### src/rtl/drcvs_pkg.sv
// Shared types, codes and CRC-32 step function for the dual-copy replica selector.
package drcvs_pkg;

    localparam int MAX_PAYLOAD_BYTES = 4096;

    localparam logic [31:0] CRC_ONES = 32'hFFFF_FFFF;
    localparam logic [31:0] CRC_POLY = 32'hEDB8_8320;

    localparam logic [1:0] CMD_LOAD   = 2'd0;
    localparam logic [1:0] CMD_BYTES  = 2'd1;
    localparam logic [1:0] CMD_DECIDE = 2'd2;

    localparam logic [1:0] STATUS_OK       = 2'd0;
    localparam logic [1:0] STATUS_NONE     = 2'd1;
    localparam logic [1:0] STATUS_CONFLICT = 2'd2;
    localparam logic [1:0] STATUS_CAPACITY = 2'd3;

    localparam logic [1:0] CFG_MAGIC       = 2'd0;
    localparam logic [1:0] CFG_VERSION     = 2'd1;
    localparam logic [1:0] CFG_HDR_BYTES   = 2'd2;
    localparam logic [1:0] CFG_FINGERPRINT = 2'd3;

    typedef struct packed {
        logic [31:0] magic;
        logic [15:0] version;
        logic [15:0] hdr_bytes;
        logic [31:0] fingerprint;
    } cfg_t;

    typedef struct packed {
        logic [31:0] magic;
        logic [15:0] version;
        logic [15:0] size;
        logic [31:0] fingerprint;
        logic [63:0] seq_num;
        logic [31:0] length;
        logic [31:0] crc;
    } hdr_t;

    typedef struct packed {
        logic load;
        logic restart;
        logic step;
    } copy_ctl_t;

    typedef struct packed {
        logic        valid;
        logic        in_range;
        logic [63:0] seq_num;
        logic [31:0] length;
    } copy_info_t;

    // reflected CRC-32, one byte, bitwise unrolled
    function automatic logic [31:0] crc_byte(input logic [31:0] crc, input logic [7:0] b);
        logic [31:0] c;
        c = crc ^ {24'd0, b};
        for (int k = 0; k < 8; k++) begin
            c = (c >> 1) ^ (CRC_POLY & {32{c[0]}});
        end
        return c;
    endfunction

endpackage

### src/rtl/drcvs_copy.sv
// One copy's header state, running CRC and validity check.
module drcvs_copy (
    input  logic                  aclk,
    input  logic                  aresetn,
    input  drcvs_pkg::cfg_t       cfg,
    input  drcvs_pkg::copy_ctl_t  ctl,
    input  drcvs_pkg::hdr_t       hdr,
    input  logic [7:0]            data_byte,
    input  logic [15:0]           byte_pos,
    output drcvs_pkg::copy_info_t info
);

    logic [63:0] seq_reg;
    logic [31:0] len_reg;
    logic [31:0] stored_crc_reg;
    logic        fields_ok_reg;
    logic [31:0] run_crc_reg;
    logic [31:0] run_crc_next;
    logic        fields_ok;
    logic        in_range;

    assign fields_ok = (hdr.magic == cfg.magic) &&
                       (hdr.version == cfg.version) &&
                       (hdr.size == cfg.hdr_bytes) &&
                       (hdr.fingerprint == cfg.fingerprint) &&
                       (hdr.seq_num != 64'd0) &&
                       (hdr.length != 32'd0) &&
                       (hdr.length <= 32'(drcvs_pkg::MAX_PAYLOAD_BYTES));

    assign in_range = {16'd0, byte_pos} < len_reg;

    always_comb begin
        run_crc_next = run_crc_reg;
        if (ctl.restart) begin
            run_crc_next = drcvs_pkg::CRC_ONES;
        end else if (ctl.step && in_range) begin
            run_crc_next = drcvs_pkg::crc_byte(run_crc_reg, data_byte);
        end
    end

    always_ff @(posedge aclk) begin
        if (!aresetn) begin
            seq_reg        <= '0;
            len_reg        <= '0;
            stored_crc_reg <= '0;
            fields_ok_reg  <= 1'b0;
            run_crc_reg    <= drcvs_pkg::CRC_ONES;
        end else begin
            run_crc_reg <= run_crc_next;
            if (ctl.load) begin
                seq_reg        <= hdr.seq_num;
                len_reg        <= hdr.length;
                stored_crc_reg <= hdr.crc;
                fields_ok_reg  <= fields_ok;
            end
        end
    end

    assign info.valid    = fields_ok_reg && ({16'd0, byte_pos} >= len_reg) &&
                           ((run_crc_reg ^ drcvs_pkg::CRC_ONES) == stored_crc_reg);
    assign info.in_range = in_range;
    assign info.seq_num  = seq_reg;
    assign info.length   = len_reg;

endmodule

### src/rtl/dual_copy_replica_validate_select_top.sv
// Top level: dual-copy replica CRC validation and copy selection.
//
//   channel  | signals                          | moves
//   ---------+----------------------------------+-------------------------------
//   s_       | s_valid / s_ready, s_* fields    | command word in
//   m_       | m_valid / m_ready, m_* fields    | decision word out (decide only)
//   cfg_     | cfg_wr_en, cfg_index, cfg_wdata  | register write, no wait
//
// A word lands in the input register, then is executed from it once it may advance:
// header load or CRC byte step updates state, decide fills the result register.
// One word per cycle sustained unless a decide waits; m_valid is registered when a decide executes.
// A decide word waits in the input register only while the result register is full
// and not being taken. Synchronous active-low reset; no clearing pass.
module dual_copy_replica_validate_select_top (
    input  logic        aclk,
    input  logic        aresetn,
    input  logic        cfg_wr_en,
    input  logic [1:0]  cfg_index,
    input  logic [31:0] cfg_wdata,
    input  logic        s_valid,
    output logic        s_ready,
    input  logic [1:0]  s_command,
    input  logic        s_which_copy,
    input  logic [31:0] s_hdr_magic,
    input  logic [15:0] s_hdr_version,
    input  logic [15:0] s_hdr_size,
    input  logic [31:0] s_hdr_fingerprint,
    input  logic [63:0] s_hdr_sequence,
    input  logic [31:0] s_hdr_length,
    input  logic [31:0] s_hdr_crc,
    input  logic [7:0]  s_primary_byte,
    input  logic [7:0]  s_mirror_byte,
    input  logic [31:0] s_capacity,
    output logic        m_valid,
    input  logic        m_ready,
    output logic [1:0]  m_status,
    output logic        m_selected_copy,
    output logic [31:0] m_out_length,
    output logic        m_primary_valid,
    output logic        m_mirror_valid
);

    drcvs_pkg::cfg_t cfg_reg;

    logic             in_valid_reg;
    logic [1:0]       cmd_reg;
    logic             which_reg;
    drcvs_pkg::hdr_t  hdr_reg;
    logic [7:0]       pbyte_reg;
    logic [7:0]       mbyte_reg;
    logic [31:0]      cap_reg;

    logic [15:0] byte_pos_reg;
    logic        differ_reg;

    logic        m_valid_reg;
    logic [1:0]  status_reg;
    logic        sel_reg;
    logic [31:0] out_len_reg;
    logic        pv_reg;
    logic        mv_reg;

    logic                   advance;
    logic                   do_load;
    logic                   do_step;
    logic                   do_decide;
    drcvs_pkg::copy_ctl_t   p_ctl;
    drcvs_pkg::copy_ctl_t   m_ctl;
    drcvs_pkg::copy_info_t  p_info;
    drcvs_pkg::copy_info_t  m_info;

    logic [1:0]  status_next;
    logic        sel_next;
    logic [31:0] len_next;

    // config registers
    always_ff @(posedge aclk) begin
        if (!aresetn) begin
            cfg_reg <= '0;
        end else if (cfg_wr_en) begin
            unique case (cfg_index)
                drcvs_pkg::CFG_MAGIC:       cfg_reg.magic       <= cfg_wdata;
                drcvs_pkg::CFG_VERSION:     cfg_reg.version     <= cfg_wdata[15:0];
                drcvs_pkg::CFG_HDR_BYTES:   cfg_reg.hdr_bytes   <= cfg_wdata[15:0];
                drcvs_pkg::CFG_FINGERPRINT: cfg_reg.fingerprint <= cfg_wdata;
                default: ;
            endcase
        end
    end

    // input register
    assign advance = in_valid_reg &&
                     ((cmd_reg != drcvs_pkg::CMD_DECIDE) || !m_valid_reg || m_ready);
    assign s_ready = !in_valid_reg || advance;

    always_ff @(posedge aclk) begin
        if (!aresetn) begin
            in_valid_reg <= 1'b0;
        end else if (s_ready) begin
            in_valid_reg <= s_valid;
        end
    end

    always_ff @(posedge aclk) begin
        if (s_valid && s_ready) begin
            cmd_reg             <= s_command;
            which_reg           <= s_which_copy;
            hdr_reg.magic       <= s_hdr_magic;
            hdr_reg.version     <= s_hdr_version;
            hdr_reg.size        <= s_hdr_size;
            hdr_reg.fingerprint <= s_hdr_fingerprint;
            hdr_reg.seq_num     <= s_hdr_sequence;
            hdr_reg.length      <= s_hdr_length;
            hdr_reg.crc         <= s_hdr_crc;
            pbyte_reg           <= s_primary_byte;
            mbyte_reg           <= s_mirror_byte;
            cap_reg             <= s_capacity;
        end
    end

    // execute stage
    assign do_load   = advance && (cmd_reg == drcvs_pkg::CMD_LOAD);
    assign do_step   = advance && (cmd_reg == drcvs_pkg::CMD_BYTES);
    assign do_decide = advance && (cmd_reg == drcvs_pkg::CMD_DECIDE);

    assign p_ctl.load    = do_load && !which_reg;
    assign p_ctl.restart = do_load;
    assign p_ctl.step    = do_step;
    assign m_ctl.load    = do_load && which_reg;
    assign m_ctl.restart = do_load;
    assign m_ctl.step    = do_step;

    drcvs_copy u_primary (
        .aclk      (aclk),
        .aresetn   (aresetn),
        .cfg       (cfg_reg),
        .ctl       (p_ctl),
        .hdr       (hdr_reg),
        .data_byte (pbyte_reg),
        .byte_pos  (byte_pos_reg),
        .info      (p_info)
    );

    drcvs_copy u_mirror (
        .aclk      (aclk),
        .aresetn   (aresetn),
        .cfg       (cfg_reg),
        .ctl       (m_ctl),
        .hdr       (hdr_reg),
        .data_byte (mbyte_reg),
        .byte_pos  (byte_pos_reg),
        .info      (m_info)
    );

    always_ff @(posedge aclk) begin
        if (!aresetn) begin
            byte_pos_reg <= '0;
            differ_reg   <= 1'b0;
        end else if (do_load) begin
            byte_pos_reg <= '0;
            differ_reg   <= 1'b0;
        end else if (do_step) begin
            if (byte_pos_reg != 16'hFFFF) begin
                byte_pos_reg <= byte_pos_reg + 16'd1;
            end
            if (p_info.in_range && m_info.in_range && (pbyte_reg != mbyte_reg)) begin
                differ_reg <= 1'b1;
            end
        end
    end

    // decision
    always_comb begin
        status_next = drcvs_pkg::STATUS_OK;
        sel_next    = 1'b0;
        len_next    = '0;
        if (!p_info.valid && !m_info.valid) begin
            status_next = drcvs_pkg::STATUS_NONE;
        end else if (p_info.valid && m_info.valid && (p_info.seq_num == m_info.seq_num) &&
                     ((p_info.length != m_info.length) || differ_reg)) begin
            status_next = drcvs_pkg::STATUS_CONFLICT;
        end else begin
            if (p_info.valid && m_info.valid) begin
                sel_next = m_info.seq_num > p_info.seq_num;
            end else begin
                sel_next = !p_info.valid;
            end
            len_next = sel_next ? m_info.length : p_info.length;
            if (cap_reg < len_next) begin
                status_next = drcvs_pkg::STATUS_CAPACITY;
            end
        end
    end

    // result register
    always_ff @(posedge aclk) begin
        if (!aresetn) begin
            m_valid_reg <= 1'b0;
        end else if (do_decide) begin
            m_valid_reg <= 1'b1;
        end else if (m_ready) begin
            m_valid_reg <= 1'b0;
        end
    end

    always_ff @(posedge aclk) begin
        if (do_decide) begin
            status_reg  <= status_next;
            sel_reg     <= sel_next;
            out_len_reg <= len_next;
            pv_reg      <= p_info.valid;
            mv_reg      <= m_info.valid;
        end
    end

    assign m_valid         = m_valid_reg;
    assign m_status        = status_reg;
    assign m_selected_copy = sel_reg;
    assign m_out_length    = out_len_reg;
    assign m_primary_valid = pv_reg;
    assign m_mirror_valid  = mv_reg;

endmodule
### config.mk
export PLATFORM = sky130hd
export DESIGN_NAME = dual_copy_replica_validate_select_top
export DESIGN_NICKNAME = d
export VERILOG_FILES = /design/src/rtl/drcvs_pkg.sv /design/src/rtl/drcvs_copy.sv /design/src/rtl/dual_copy_replica_validate_select_top.sv
export SDC_FILE = /design/constraint.sdc
export NUM_CORES = 2
export LEC_CHECK = 0
export BUFFER_PORTS_ARGS = -buffer_cell sky130_fd_sc_hd__buf_2
export CORE_ASPECT_RATIO = 1.1
export CORE_MARGIN = 2
export CORE_UTILIZATION = 53
export CTS_CLUSTER_DIAMETER = 50
export DETAILED_ROUTE_END_ITERATION = 6
export GPL_TIMING_DRIVEN = 0
export PLACE_DENSITY = 0.83
export SLEW_MARGIN = 20
export SYNTH_ARGS = -nofsm -noshare
export SYNTH_HDL_FRONTEND = slang
export SYNTH_SLANG_ARGS = --single-unit
### constraint.sdc
create_clock -name aclk -period 13.35 [get_ports aclk]
set_input_delay 0.6675 -clock aclk [delete_from_list [all_inputs] [get_ports aclk]]
set_output_delay 0.6675 -clock aclk [all_outputs]
set_load 0.005 [all_outputs]
==> results.toml <==
[sta]
skew_ps = 22.0
fmax_mhz = 170
drv_slew = 0
layout_min_cycle_time_ps = 5880
slew_headroom = 0.274
hold_viol_final = 0
finalSetupViolations = 0
setup_tns_ps = 0
finalCritPeriodShare = 0.440
setup_ws_ps = 7470
timing.hold.ws_ps = 220
grt_setup_unrepaired = "false"
worst_pin_slew_ps = 1090

[grt]
grt_max_degree = 33
grt.busiest_layer = "met2"
grt_pass1_vias = 25100
gr-total-overflow = 0
grt_pass1_wl_mm = 138
grt_antenna_before_repair = 13
grt_usage = 0.282
globalRouteMet1Util = 0.335
grt_use_met3 = 0.0532
met2_usage = 0.476

[synth]
synthCells = 3165
synth_area_per_cell_sq_um = 10.3
yosys.area.top_type = "edfxtp_1"
yosysSeqAreaShare = 0.554
synth.distinct_cells = 65
synth_top_area_share = 0.286
synth_edf_count = 312
yosysWarnings = 0
synth_seq_cells = 749
synth_top_flop_cell = "dfxtp_1"
yosysMostFrequentCell = "nand2_1"
async_reset_ff_frac = 0
synth_area_sq_um = 32700
synthTopCellsByArea = "edfxtp_1, dfxtp_1, nand2_1, a21boi_0, xor2_1"
yosys-top-cells-count = "nand2_1, dfxtp_1, a21boi_0"

[clock_tree]
clkLatencyLatePin_ps = 620
post_cts_buffers = 0
clk_pin_slew_ps = 60
cts_sinks = 749
cts_resized = 0
clk_path_buf_depth = 3
numCtsBuffers = 80
cts_hold_buf = 0
h-tree-depth = 3
ctsRootBufferMaster = "clkbuf_16"
tritoncts = "yes"

[placement]
dpl_cell_area_sq_um = 35800
post-place-ws_ps = 7480
io_buffers = 350
place_inst = 4365
dp_hpwl_mm = 67.2
globalplace.congestion = 0.959

[floorplanning]
die_h_um = 265
die_x_um = 241
pin_count = 353
initial_core_util = 0.535
core_sq_um = 61100
fp.dieArea_sq_um = 63700
row_count = 95

[run_status]
status = "finished clean"

[run]
drv_cap = 0

[power]
p_per_area_nw_per_um2 = 136
leakagePower_nw = 14.5
peakVddDrop_v = 0.000152

[setup_path]
critPathMaxFanout = 10
critPathMaxStageDelay_ps = 580
required_ps = 13810
slowest_stage = "a211oi_1"
path_cells = "inv_1, ha_1, a21oi_1, o21ai_0, a221o_1, a211oi_1, a21boi_2, and4b_1, nand2_1, clkbuf_1, nand2_1, ha_1, a21o_1, a21o_1, a2111oi_0, o21ai_0, a211oi_1, inv_1, a31oi_1, o21ai_1, a21boi_1"
startpoint_type = "flip-flop"
critPathKind = "flip-flop to flip-flop"
worst_ep_arrival_time_ps = 6340
end_kind = "flip-flop"
timing.critical_path.buf_inv = 3
path_delay_family = "compound AO/OA/AOI/OAI gates"
r2r_setup_slack_ps = 7470

[layout]
fin_nets = 4065
multiInputGateArea_sq_um = 13700
ff_latch_area_sq_um = 18100
fin_area_sq_um = 38500
area_growth_pct = 17.8
nFillCells = 4790
instances_no_fill = 4520
layout-drive-gt1-share = 0.139
largest_register_ffs = 224

[routing]
num_vias = 25100
drc = 0
dr.pass1.iters = 7
viasPerCell = 5.55
routedWlPerCell_um = 20.0
drt_iter0_markers = 2075
wl_mm = 90.6
ant_nets = 0

[hold_path]
hp-class = "input pin to flip-flop"
## final cells by class
| type | count | share of cell area |
|---|---|---|
| diodes | 6 | 0.000390 |
| plain buffers | 141 | 0.0142 |
| clock buffers | 106 | 0.0582 |
| clock inverters | 43 | 0.0116 |
| inverters | 106 | 0.0103 |
| multi-input cells | 2184 | 0.356 |
| flip-flops and latches | 749 | 0.470 |
| well taps | 824 | 0.0268 |
| repair buffers | 361 | 0.0518 |
## report_power, final
group | switching [mW] | total [mW] | internal (mW)
clock network | 0.933 | 2.26 | 1.33
logic | 0.254 | 0.439 | 0.185
registers | 0.0635 | 2.53 | 2.47
total | 1.25 | 5.23 | 3.98
## final timing paths
path,end,startpoint,cells past startpoint
setup / recovery,m_status[1],u_primary.len_reg[5],21
hold / removal,hdr_reg[183],s_hdr_version[7],1
setup reg to reg,m_status[1],u_primary.len_reg[5],21
hold reg to reg,u_primary.seq_reg[10],u_primary.seq_reg[10],2
## through the flow
step,power [mW],utilization
final,5.23,0.631
after global routing,5.39,0.630
after CTS,5.25,0.630
after detailed placement,3.00,0.586
after global placement,3.00,0.582
after floorplan,2.83,-
## layout by cell type (no fill, tap or decap), drive strengths merged, types with 9 or more instances in the layout
cell,instances
nand3,32
a211oi,9
edfxtp,312
dfxtp,437
clkbuf,244
o21ai,26
a21boi,361
nor4,73
xnor2,161
inv,113
nand2,833
clkinv,24
nand4,59
nor3,12
buf,364
a21oi,54
a21o,10
nor2,57
ha,128
xor2,187
mux2i,21
conb,16
o211ai,65
## layer usage
layer	routed length, um	part of all wire
met4	5640	0.062
met2	43400	0.48
met1	34500	0.38
met5	90	0.00099
met3	7030	0.078
## kinds of logic (layout without fill, tap and decap cells)
group | Yosys count | in the layout | share of synthesized area
AO/OA/AOI/OAI | 548 | 548 | 0.121
XOR/XNOR | 348 | 348 | 0.0932
adder cells (fa/ha/maj) | 128 | 128 | 0.0490
buffers and inverters | 247 | 757 | 0.0289
flip-flops | 749 | 749 | 0.554
multiplexers | 21 | 21 | 0.00643
other | 1 | 22 | 0.000115
AND/OR/NAND/NOR | 1123 | 1123 | 0.148
## worst reg2reg max path: cells and delay by family, from the launching register on
family                   cells  cell delay (ps)
adder cells (fa/ha/maj)      2              490
AND/OR/NAND/NOR              3              660
AO/OA/AOI/OAI               13             3670
buffers and inverters        3              510
flip-flops                   1              420
Power figures use the tool's default switching activity.
